### src/hdl/tpa_pkg.sv
// shared types, constants and saturation helpers for the tensor permute address block
// no dependencies

package tpa_pkg;

    localparam int AXES      = 4;
    localparam int MAX_RANK  = 4;
    localparam int SRC_BITS  = 24;
    localparam int DIM_BITS  = 16;
    localparam int TOT_BITS  = 25;
    localparam int MAP_BITS  = 8;
    localparam int RANK_BITS = 3;
    localparam int SAT_BITS  = 41;
    localparam int CFG_BITS  = 3;

    localparam logic [SAT_BITS-1:0] SAT_CAP = {1'b1, {(SAT_BITS-1){1'b0}}};

    localparam logic [CFG_BITS-1:0] CFG_RANK     = 3'd0;
    localparam logic [CFG_BITS-1:0] CFG_DIM_0    = 3'd1;
    localparam logic [CFG_BITS-1:0] CFG_DIM_1    = 3'd2;
    localparam logic [CFG_BITS-1:0] CFG_DIM_2    = 3'd3;
    localparam logic [CFG_BITS-1:0] CFG_DIM_3    = 3'd4;
    localparam logic [CFG_BITS-1:0] CFG_AXIS_MAP = 3'd5;
    localparam logic [CFG_BITS-1:0] CFG_TOTAL    = 3'd6;

    typedef enum logic [1:0] {
        ST_LOAD,
        ST_DIV,
        ST_STR,
        ST_IDLE
    } t_seq_state;

    typedef struct packed {
        logic [RANK_BITS-1:0]               rank;
        logic [AXES-1:0][TOT_BITS-1:0]      div;
        logic [AXES-1:0][SAT_BITS-1:0]      stride;
    } t_derived;

    function automatic logic [SAT_BITS-1:0] sat_clip(input logic [64:0] v);
        logic [SAT_BITS-1:0] res;
        if (v > {24'd0, SAT_CAP}) begin
            res = SAT_CAP;
        end else begin
            res = v[SAT_BITS-1:0];
        end
        return res;
    endfunction

    function automatic logic [SAT_BITS-1:0] sat_add(input logic [SAT_BITS-1:0] a,
                                                    input logic [SAT_BITS-1:0] b);
        logic [SAT_BITS:0] s;
        s = {1'b0, a} + {1'b0, b};
        return sat_clip({23'd0, s});
    endfunction

endpackage

### src/hdl/tpa_setup.sv
// setup unit: derives running divisors and destination strides from the registers
// depends on tpa_pkg

module tpa_setup #(
    parameter int MAX_RANK = tpa_pkg::MAX_RANK
) (
    input  logic                                            i_clk,
    input  logic                                            i_rst_n,
    input  logic                                            i_cfg_we,
    input  logic [tpa_pkg::RANK_BITS-1:0]                   i_rank,
    input  logic [tpa_pkg::AXES-1:0][tpa_pkg::DIM_BITS-1:0] i_dim,
    input  logic [tpa_pkg::MAP_BITS-1:0]                    i_axis_map,
    input  logic [tpa_pkg::TOT_BITS-1:0]                    i_total,
    output tpa_pkg::t_derived                               o_drv,
    output logic                                            o_busy
);
    import tpa_pkg::*;

    t_seq_state r_state, n_state;
    logic c_load, c_step, c_str;

    logic [1:0]                r_axis;
    logic [4:0]                r_cnt;
    logic [TOT_BITS-1:0]       r_dq;
    logic [DIM_BITS-1:0]       r_dr;
    logic [1:0]                r_p;
    logic [SAT_BITS-1:0]       r_acc;
    logic [TOT_BITS-1:0]       r_div    [AXES];
    logic [SAT_BITS-1:0]       r_stride [AXES];

    logic [RANK_BITS-1:0]      rank_cl;
    logic [DIM_BITS-1:0]       size_nz  [AXES];
    logic [1:0]                pos      [AXES];
    logic [DIM_BITS:0]         trial;
    logic                      ge;
    logic [DIM_BITS:0]         diff;
    logic [DIM_BITS-1:0]       sel_size;
    logic [2:0]                k_next;
    logic [DIM_BITS-1:0]       dsel;
    logic [SAT_BITS-1:0]       acc_new;
    logic                      cnt_last;

    always_comb begin
        if (i_rank == '0) begin
            rank_cl = RANK_BITS'(1);
        end else if (int'(i_rank) > MAX_RANK) begin
            rank_cl = RANK_BITS'(MAX_RANK);
        end else begin
            rank_cl = i_rank;
        end
    end

    always_comb begin
        for (int a = 0; a < AXES; a++) begin
            size_nz[a] = (i_dim[a] == '0) ? DIM_BITS'(1) : i_dim[a];
            pos[a]     = i_axis_map[2*a +: 2];
        end
    end

    // destination size at position r_p+1: last source axis in use mapped there wins
    assign k_next = {1'b0, r_p} + 3'd1;
    always_comb begin
        dsel = DIM_BITS'(1);
        for (int a = 0; a < AXES; a++) begin
            if (a < int'(rank_cl) && {1'b0, pos[a]} == k_next) begin
                dsel = size_nz[a];
            end
        end
    end

    always_comb begin
        if (k_next < rank_cl) begin
            acc_new = sat_clip({24'd0, r_acc} * {{(65-DIM_BITS){1'b0}}, dsel});
        end else begin
            acc_new = SAT_BITS'(1);
        end
    end

    assign sel_size = size_nz[r_axis];
    assign trial    = {r_dr, r_dq[TOT_BITS-1]};
    assign ge       = trial >= {1'b0, sel_size};
    assign diff     = trial - {1'b0, sel_size};
    assign cnt_last = (r_cnt == 5'(TOT_BITS-1));

    always_comb begin
        n_state = r_state;
        if (i_cfg_we) begin
            n_state = ST_LOAD;
        end else begin
            unique case (r_state)
                ST_LOAD: n_state = ST_DIV;
                ST_DIV: begin
                    if (cnt_last && r_axis == 2'(AXES-1)) begin
                        n_state = ST_STR;
                    end else if (cnt_last) begin
                        n_state = ST_LOAD;
                    end
                end
                ST_STR: begin
                    if (r_p == '0) begin
                        n_state = ST_IDLE;
                    end
                end
                ST_IDLE: n_state = ST_IDLE;
                default: n_state = ST_LOAD;
            endcase
        end
    end

    always_comb begin
        c_load = 1'b0;
        c_step = 1'b0;
        c_str  = 1'b0;
        unique case (r_state)
            ST_LOAD: c_load = 1'b1;
            ST_DIV:  c_step = 1'b1;
            ST_STR:  c_str  = 1'b1;
            ST_IDLE: ;
            default: ;
        endcase
    end

    always_ff @(posedge i_clk) begin
        if (!i_rst_n) begin
            r_state <= ST_LOAD;
            r_axis  <= '0;
        end else begin
            r_state <= n_state;
            if (i_cfg_we) begin
                r_axis <= '0;
            end else if (c_step && cnt_last) begin
                r_axis <= r_axis + 2'd1;
            end
        end
    end

    always_ff @(posedge i_clk) begin
        if (c_load) begin
            r_dq  <= (r_axis == '0) ? i_total : r_div[r_axis - 2'd1];
            r_dr  <= '0;
            r_cnt <= '0;
            r_acc <= SAT_BITS'(1);
            r_p   <= 2'(AXES-2);
            for (int a = 0; a < AXES; a++) begin
                r_stride[a] <= SAT_BITS'(1);
            end
        end else if (c_step) begin
            r_dr  <= ge ? diff[DIM_BITS-1:0] : trial[DIM_BITS-1:0];
            r_dq  <= {r_dq[TOT_BITS-2:0], ge};
            r_cnt <= r_cnt + 5'd1;
            if (cnt_last) begin
                r_div[r_axis] <= {r_dq[TOT_BITS-2:0], ge};
            end
        end else if (c_str) begin
            r_acc <= acc_new;
            r_p   <= r_p - 2'd1;
            for (int a = 0; a < AXES; a++) begin
                if (pos[a] == r_p) begin
                    r_stride[a] <= acc_new;
                end
            end
        end
    end

    always_comb begin
        o_drv.rank = rank_cl;
        for (int a = 0; a < AXES; a++) begin
            o_drv.div[a]    = r_div[a];
            o_drv.stride[a] = r_stride[a];
        end
    end

    assign o_busy = (r_state != ST_IDLE);

endmodule

### config.mk
export PLATFORM = sky130hd
export DESIGN_NAME = tpa_setup
export DESIGN_NICKNAME = d
export VERILOG_FILES = /design/src/hdl/tpa_pkg.sv /design/src/hdl/tpa_setup.sv
export SDC_FILE = /design/constraint.sdc
export NUM_CORES = 2
export LEC_CHECK = 0
export BUFFER_PORTS_ARGS = -buffer_cell sky130_fd_sc_hd__buf_2
export CAP_MARGIN = 10
export CORE_MARGIN = 2
export CORE_UTILIZATION = 35
export DETAILED_ROUTE_END_ITERATION = 8
export SLEW_MARGIN = 20
export SYNTH_ARGS = -nofsm -noshare
export SYNTH_HDL_FRONTEND = slang
export SYNTH_SLANG_ARGS = --single-unit
### constraint.sdc
create_clock -name i_clk -period 12.7 [get_ports i_clk]
set_clock_uncertainty 0.1 [all_clocks]
set_input_delay 0.635 -clock i_clk [delete_from_list [all_inputs] [get_ports i_clk]]
set_output_delay 0.635 -clock i_clk [all_outputs]
set_load 0.02 [all_outputs]
; ---- Yosys cells after proc, flatten, opt, wreduce, memory -nomap -nowiden
; Memory sizes are Yosys's and may differ from the RTL's.
; Cells that the tools add are included.
[totals]
reg_bits = 93
ramBits = 264
word_cells = 122
memories = 2
[op_classes]
n_addsub = 6
n_mul = 1
magnitude_cmp = 9
n_eq_ne = 16
muxes = 56
bitwise_logic = 7
reduce_logical = 18
[mem_list]
columns = name, depth, word_bits, read_ports, rd_clocked_by_memory_dff, write_ports, line_no
row1 = r_stride, 4, 41, 4, 0, 4, tpa_setup.sv:29  ; logic [SAT_BITS-1:0] r_stride [AXES];
row2 = r_div, 4, 25, 5, 0, 1, tpa_setup.sv:28  ; logic [TOT_BITS-1:0] r_div [AXES];
[ops]
columns = op, n
row1 = $mux W41, 6
row2 = $mux W16, 11
row3 = $mux W25, 3
row4 = $logic_not A16 Y1, 4
row5 = $gt A57 B41 Y1 const B, 1
row6 = $mul A41 B16 Y57, 1
row7 = $bmux W16 S2, 1
row8 = $mux W1, 29
row9 = $ge A17 B16 Y1, 1
row10 = $sub A16 B16 Y16, 1
row11 = $eq A2 B3 Y1, 4
row12 = $eq A2 B2 Y1, 4
row13 = $pmux W2 S4, 1
row14 = $eq A2 B2 Y1 const B, 3
row15 = $logic_and A1 B1 Y1, 6
row16 = $logic_not A2 Y1, 3
row17 = $lt A1 B3 Y1 const A, 2
row18 = $lt A2 B3 Y1 const A, 2
row19 = $mux W2, 3
row20 = $mux W3, 2
row21 = $add A5 B1 Y5 const B, 1
row22 = $eq A5 B5 Y1 const B, 1
row23 = $ne A2 B2 Y1 const B, 2
row24 = $or A1 B1 Y1, 4
row25 = other kinds (14), 17

; ---- Depth between registers and ports, before layout
[depth]
ltp_word = 14
mapped_depth = 40
depth_no_buf = 33

; ---- Worst setup path after synthesis
; Ideal clock, no wire load.
[synth_path]
path_type = flip-flop to flip-flop
from = register r_p[1]
to = memory r_stride[1][38], data pin
setup_time_ns = 0.271
t_arrival_ns = 9.233
required_time_ns = 12.329
setup_slack_ns = 3.096
stages_incl_launch_ff = 39
n_path_buf = 8
synth_period_minus_slack_ns = 9.604
cell_sequence = dfxtp_1 clkbuf_1 inv_1 ha_1 clkbuf_1 xnor2_1 a31oi_1 o211a_1 clkbuf_1 a22oi_1 o21ai_0 mux2_2 clkbuf_1 nand2_1 fa_1 inv_1 fa_1 inv_1 [3 not listed] fa_1 inv_1 fa_1 inv_1 ha_1 clkbuf_1 nand4_1 nor3_1 nand3_1 o21ai_0 a21boi_0 o31a_1 o31a_1 mux2i_1 clkbuf_1 clkbuf_1 clkbuf_1 nor4_1
[synth_rtl]
columns = element, line_no
row1 = from (decl), tpa_setup.sv:26  ; logic [1:0] r_p;
row2 = from (signal assigned), tpa_setup.sv:143  ; r_p <= 2'(AXES-2);
row3 = from (signal assigned), tpa_setup.sv:156  ; r_p <= r_p - 2'd1;
row4 = to (decl), tpa_setup.sv:29

==> impl_metrics.env <==
export IMPL_fin_crit_sh=0.936
export IMPL_start_util=0.353
export IMPL_vias=29500
export IMPL_synth_top_family_by_area="adder cells"
export IMPL_place_gp_congestion=0.933
export IMPL_clk_latency_ns=0.59
export IMPL_yosys_area_top_type="fa_1"
export IMPL_area_delta_synth_final_pct=12.0
export IMPL_cp_max_fo=79
export IMPL_total_leakage_power_nw=18.8
export IMPL_layout_commonest_cell="nand2_1"
export IMPL_fp_dieArea_um2=110000
export IMPL_layout_min_cycle_time_ns=11.89
export IMPL_yosysUniqueCellTypes=73
export IMPL_dr_first_iter_drc_count=2380
export IMPL_hold_buffers=0
export IMPL_p_per_area_nw_per_um2=65.9
export IMPL_synth_main_ff_cell="edfxtp_1"
export IMPL_hold_viol=0
export IMPL_core_area_um2=107000
export IMPL_clock_sinks=357
export IMPL_final_cells=5567
export IMPL_synth_cells=3911
export IMPL_setup_violations=0
export IMPL_dp_cells=5489
export IMPL_vdd_drop_max_mv=0.0834
export IMPL_num_rows=120
export IMPL_drcViolationCount=0
export IMPL_crit_path_start_kind="register"
export IMPL_cts_tree="yes"
export IMPL_drt_pass1_iter_count=5
export IMPL_port_buffers=370
export IMPL_rsz0062_at_grt="false"
export IMPL_io_pins=371
export IMPL_grt_max_degree=161
export IMPL_hold_start="i_total[2]"
export IMPL_wl_per_cell_um=21.0
export IMPL_slew_headroom=0.271
export IMPL_maxCapViolCount=0
export IMPL_synth_top_cell_area_share=0.289
export IMPL_multi_input_area_um2=24300
export IMPL_cts_root_buf="clkbuf_16"
export IMPL_synth_edf_count=289
export IMPL_muxShareOfSynthArea=0.0409
export IMPL_fin_tns_setup_ns=0
export IMPL_clk_pin_slew_ns=0.06
export IMPL_startpoint="r_p[0]"
export IMPL_crit_path_frequent_cell="fa_1"
export IMPL_crit_arrival_ns=12.08
export IMPL_synth_area_um2=37700
export IMPL_htreeDepth=2
export IMPL_synth_compound_area_share=0.0754
export IMPL_status="complete, no violations"
export IMPL_final_max_slew_viol_count=0
export IMPL_drt_antenna_violating_nets=0
export IMPL_wl_um=117000
export IMPL_grt_pass1_wl_um=183000
export IMPL_crit_path_end_kind="register"
export IMPL_fin_util=0.395
export IMPL_dieHeight_um=332
export IMPL_synth_seq_area_share=0.266
export IMPL_r2r_start="r_p[0]"
export IMPL_final_cell_mix="nand2_1 (712), inv_1 (644), fa_1 (545), buf_2 (370), edfxtp_1 (289)"
export IMPL_clock_path_buffers=3
export IMPL_ff_latch_area_um2=10000
export IMPL_critPathSlowestCell="mux2_2"
export IMPL_n_fill_cell=10600
export IMPL_antenna_found_initial=7
export IMPL_synth_avg_cell_area_um2=9.64
export IMPL_synthTopCellsByArea="fa_1 (29%), edfxtp_1 (23%), nand2_1 (7.1%)"
export IMPL_cp_slowest_stage_delay_ns=0.82
export IMPL_cts_made_buffers=39
export IMPL_synthAdderAreaFrac=0.341
export IMPL_synthArstFlopShare=0
export IMPL_syn_nets=4714
export IMPL_hp_class="in -> reg"
export IMPL_overflow=0
export IMPL_grt_use_total=0.212
export IMPL_synth_xor_area_frac=0.0135
export IMPL_max_freq_mhz=84.1
export IMPL_yosysWarningCount=0
export IMPL_critical_path_class="reg -> reg"
export IMPL_die_w_um=332
export IMPL_synth_seq_cells=357
export IMPL_grt_pass1_vias=30200
export IMPL_yosys_area_share_simple=0.172
export IMPL_vias_per_cell=5.29
export IMPL_final_nets=4931
export IMPL_cp_required_ns=12.89
export IMPL_worst_pin_slew_ns=1.09
export IMPL_drive_gt1_frac=0.140
export IMPL_hpwl_um=88300
-- where the power goes --
part | internal (mW) | leakage [nW] | switching, mW | total (mW)
clock network | 0.639 | 0.618 | 0.517 | 1.16
registers | 1.29 | 3.52 | 0.0178 | 1.31
logic | 0.0810 | 14.7 | 0.232 | 0.313
total | 2.02 | 18.8 | 0.766 | 2.78
-- kinds of logic (layout without fill, tap and decap cells) --
kind of cell	count (synthesis)	count (layout)
xor gates and xnor gates	58	58
other	0	6
adders and majority gates	700	700
muxes	101	101
DFF	357	357
buffers and inverters	901	1148
and+or+nand+nor	1366	1366
AOI/OAI and AO/OA	428	428
-- metrics by stage --
stage | setup slack, ns | power [mW] | area, um^2 | hold slack [ns]
global route | 0.0382 | 2.86 | 42200 | 0.318
global placement | 1.06 | 1.65 | 40900 | 0.365
finish | 0.811 | 2.78 | 42200 | 0.328
floorplan | 3.10 | 1.50 | 37700 | 0.340
detailed placement | 0.892 | 1.65 | 40900 | 0.367
CTS | 0.816 | 2.79 | 42200 | 0.305
-- sequential cells by signal (all words and copies together) (netlist names) --
name / flops
r_acc: 41
r_dq: 25
r_div: 100
r_cnt: 5
r_stride: 164
r_p: 2
r_state: 2
r_dr: 16
r_axis: 2
-- cell type report --
type | count | area share
clock buffer | 46 | 0.0237
tap | 1403 | 0.0416
sequential | 357 | 0.238
antenna | 6 | 0.000356
multi-input combinational | 2653 | 0.577
inverter | 644 | 0.0573
clock inverter | 25 | 0.00626
timing repair buffer | 433 | 0.0559
-- critical path, delay by kind of cell (launching register included) --
kind / cells / cell delay [ns]
adder cells (fa/ha/maj): 8 / 3.91
AO/OA/AOI/OAI: 9 / 2.91
buffers and inverters: 6 / 1.52
AND/OR/NAND/NOR: 5 / 1.30
multiplexers: 1 / 0.82
flip-flops: 1 / 0.55
XOR/XNOR: 2 / 0.32
-- synthesized netlist by cell type (41+ instances only) --
master / number
nor2_1: 107
edfxtp_1: 289
ha_1: 155
mux2i_1: 45
nor4_1: 178
nand2_1: 713
dfxtp_1: 68
and2_1: 228
inv_1: 644
a21oi_1: 116
o21ai_0: 82
fa_1: 545
clkbuf_1: 225
mux4_2: 41
-- metal layers --
metal	GRT usage	share of wire	vias up
met2	0.371	0.50	1006
met5	0	0.00011	-
li1	-	-	13200
met4	0.0607	0.028	2
met3	0.0312	0.061	186
met1	0.272	0.41	15100
-- path summary, 6_finish.rpt --
check,end,slack [ns],depth (start not counted)
max,r_stride[1][27],0.81,31
min,r_dq[2],0.33,3
max reg2reg,r_stride[1][27],0.81,31
min reg2reg,r_cnt[4],0.38,1
-- repair_timing --
action / in CTS / in global routing
gates resized for setup: 0 / 1
endpoints found under the setup margin: 0 / 10
setup buffers: 0 / 0
No activity file was read; power rests on OpenSTA's default activity.
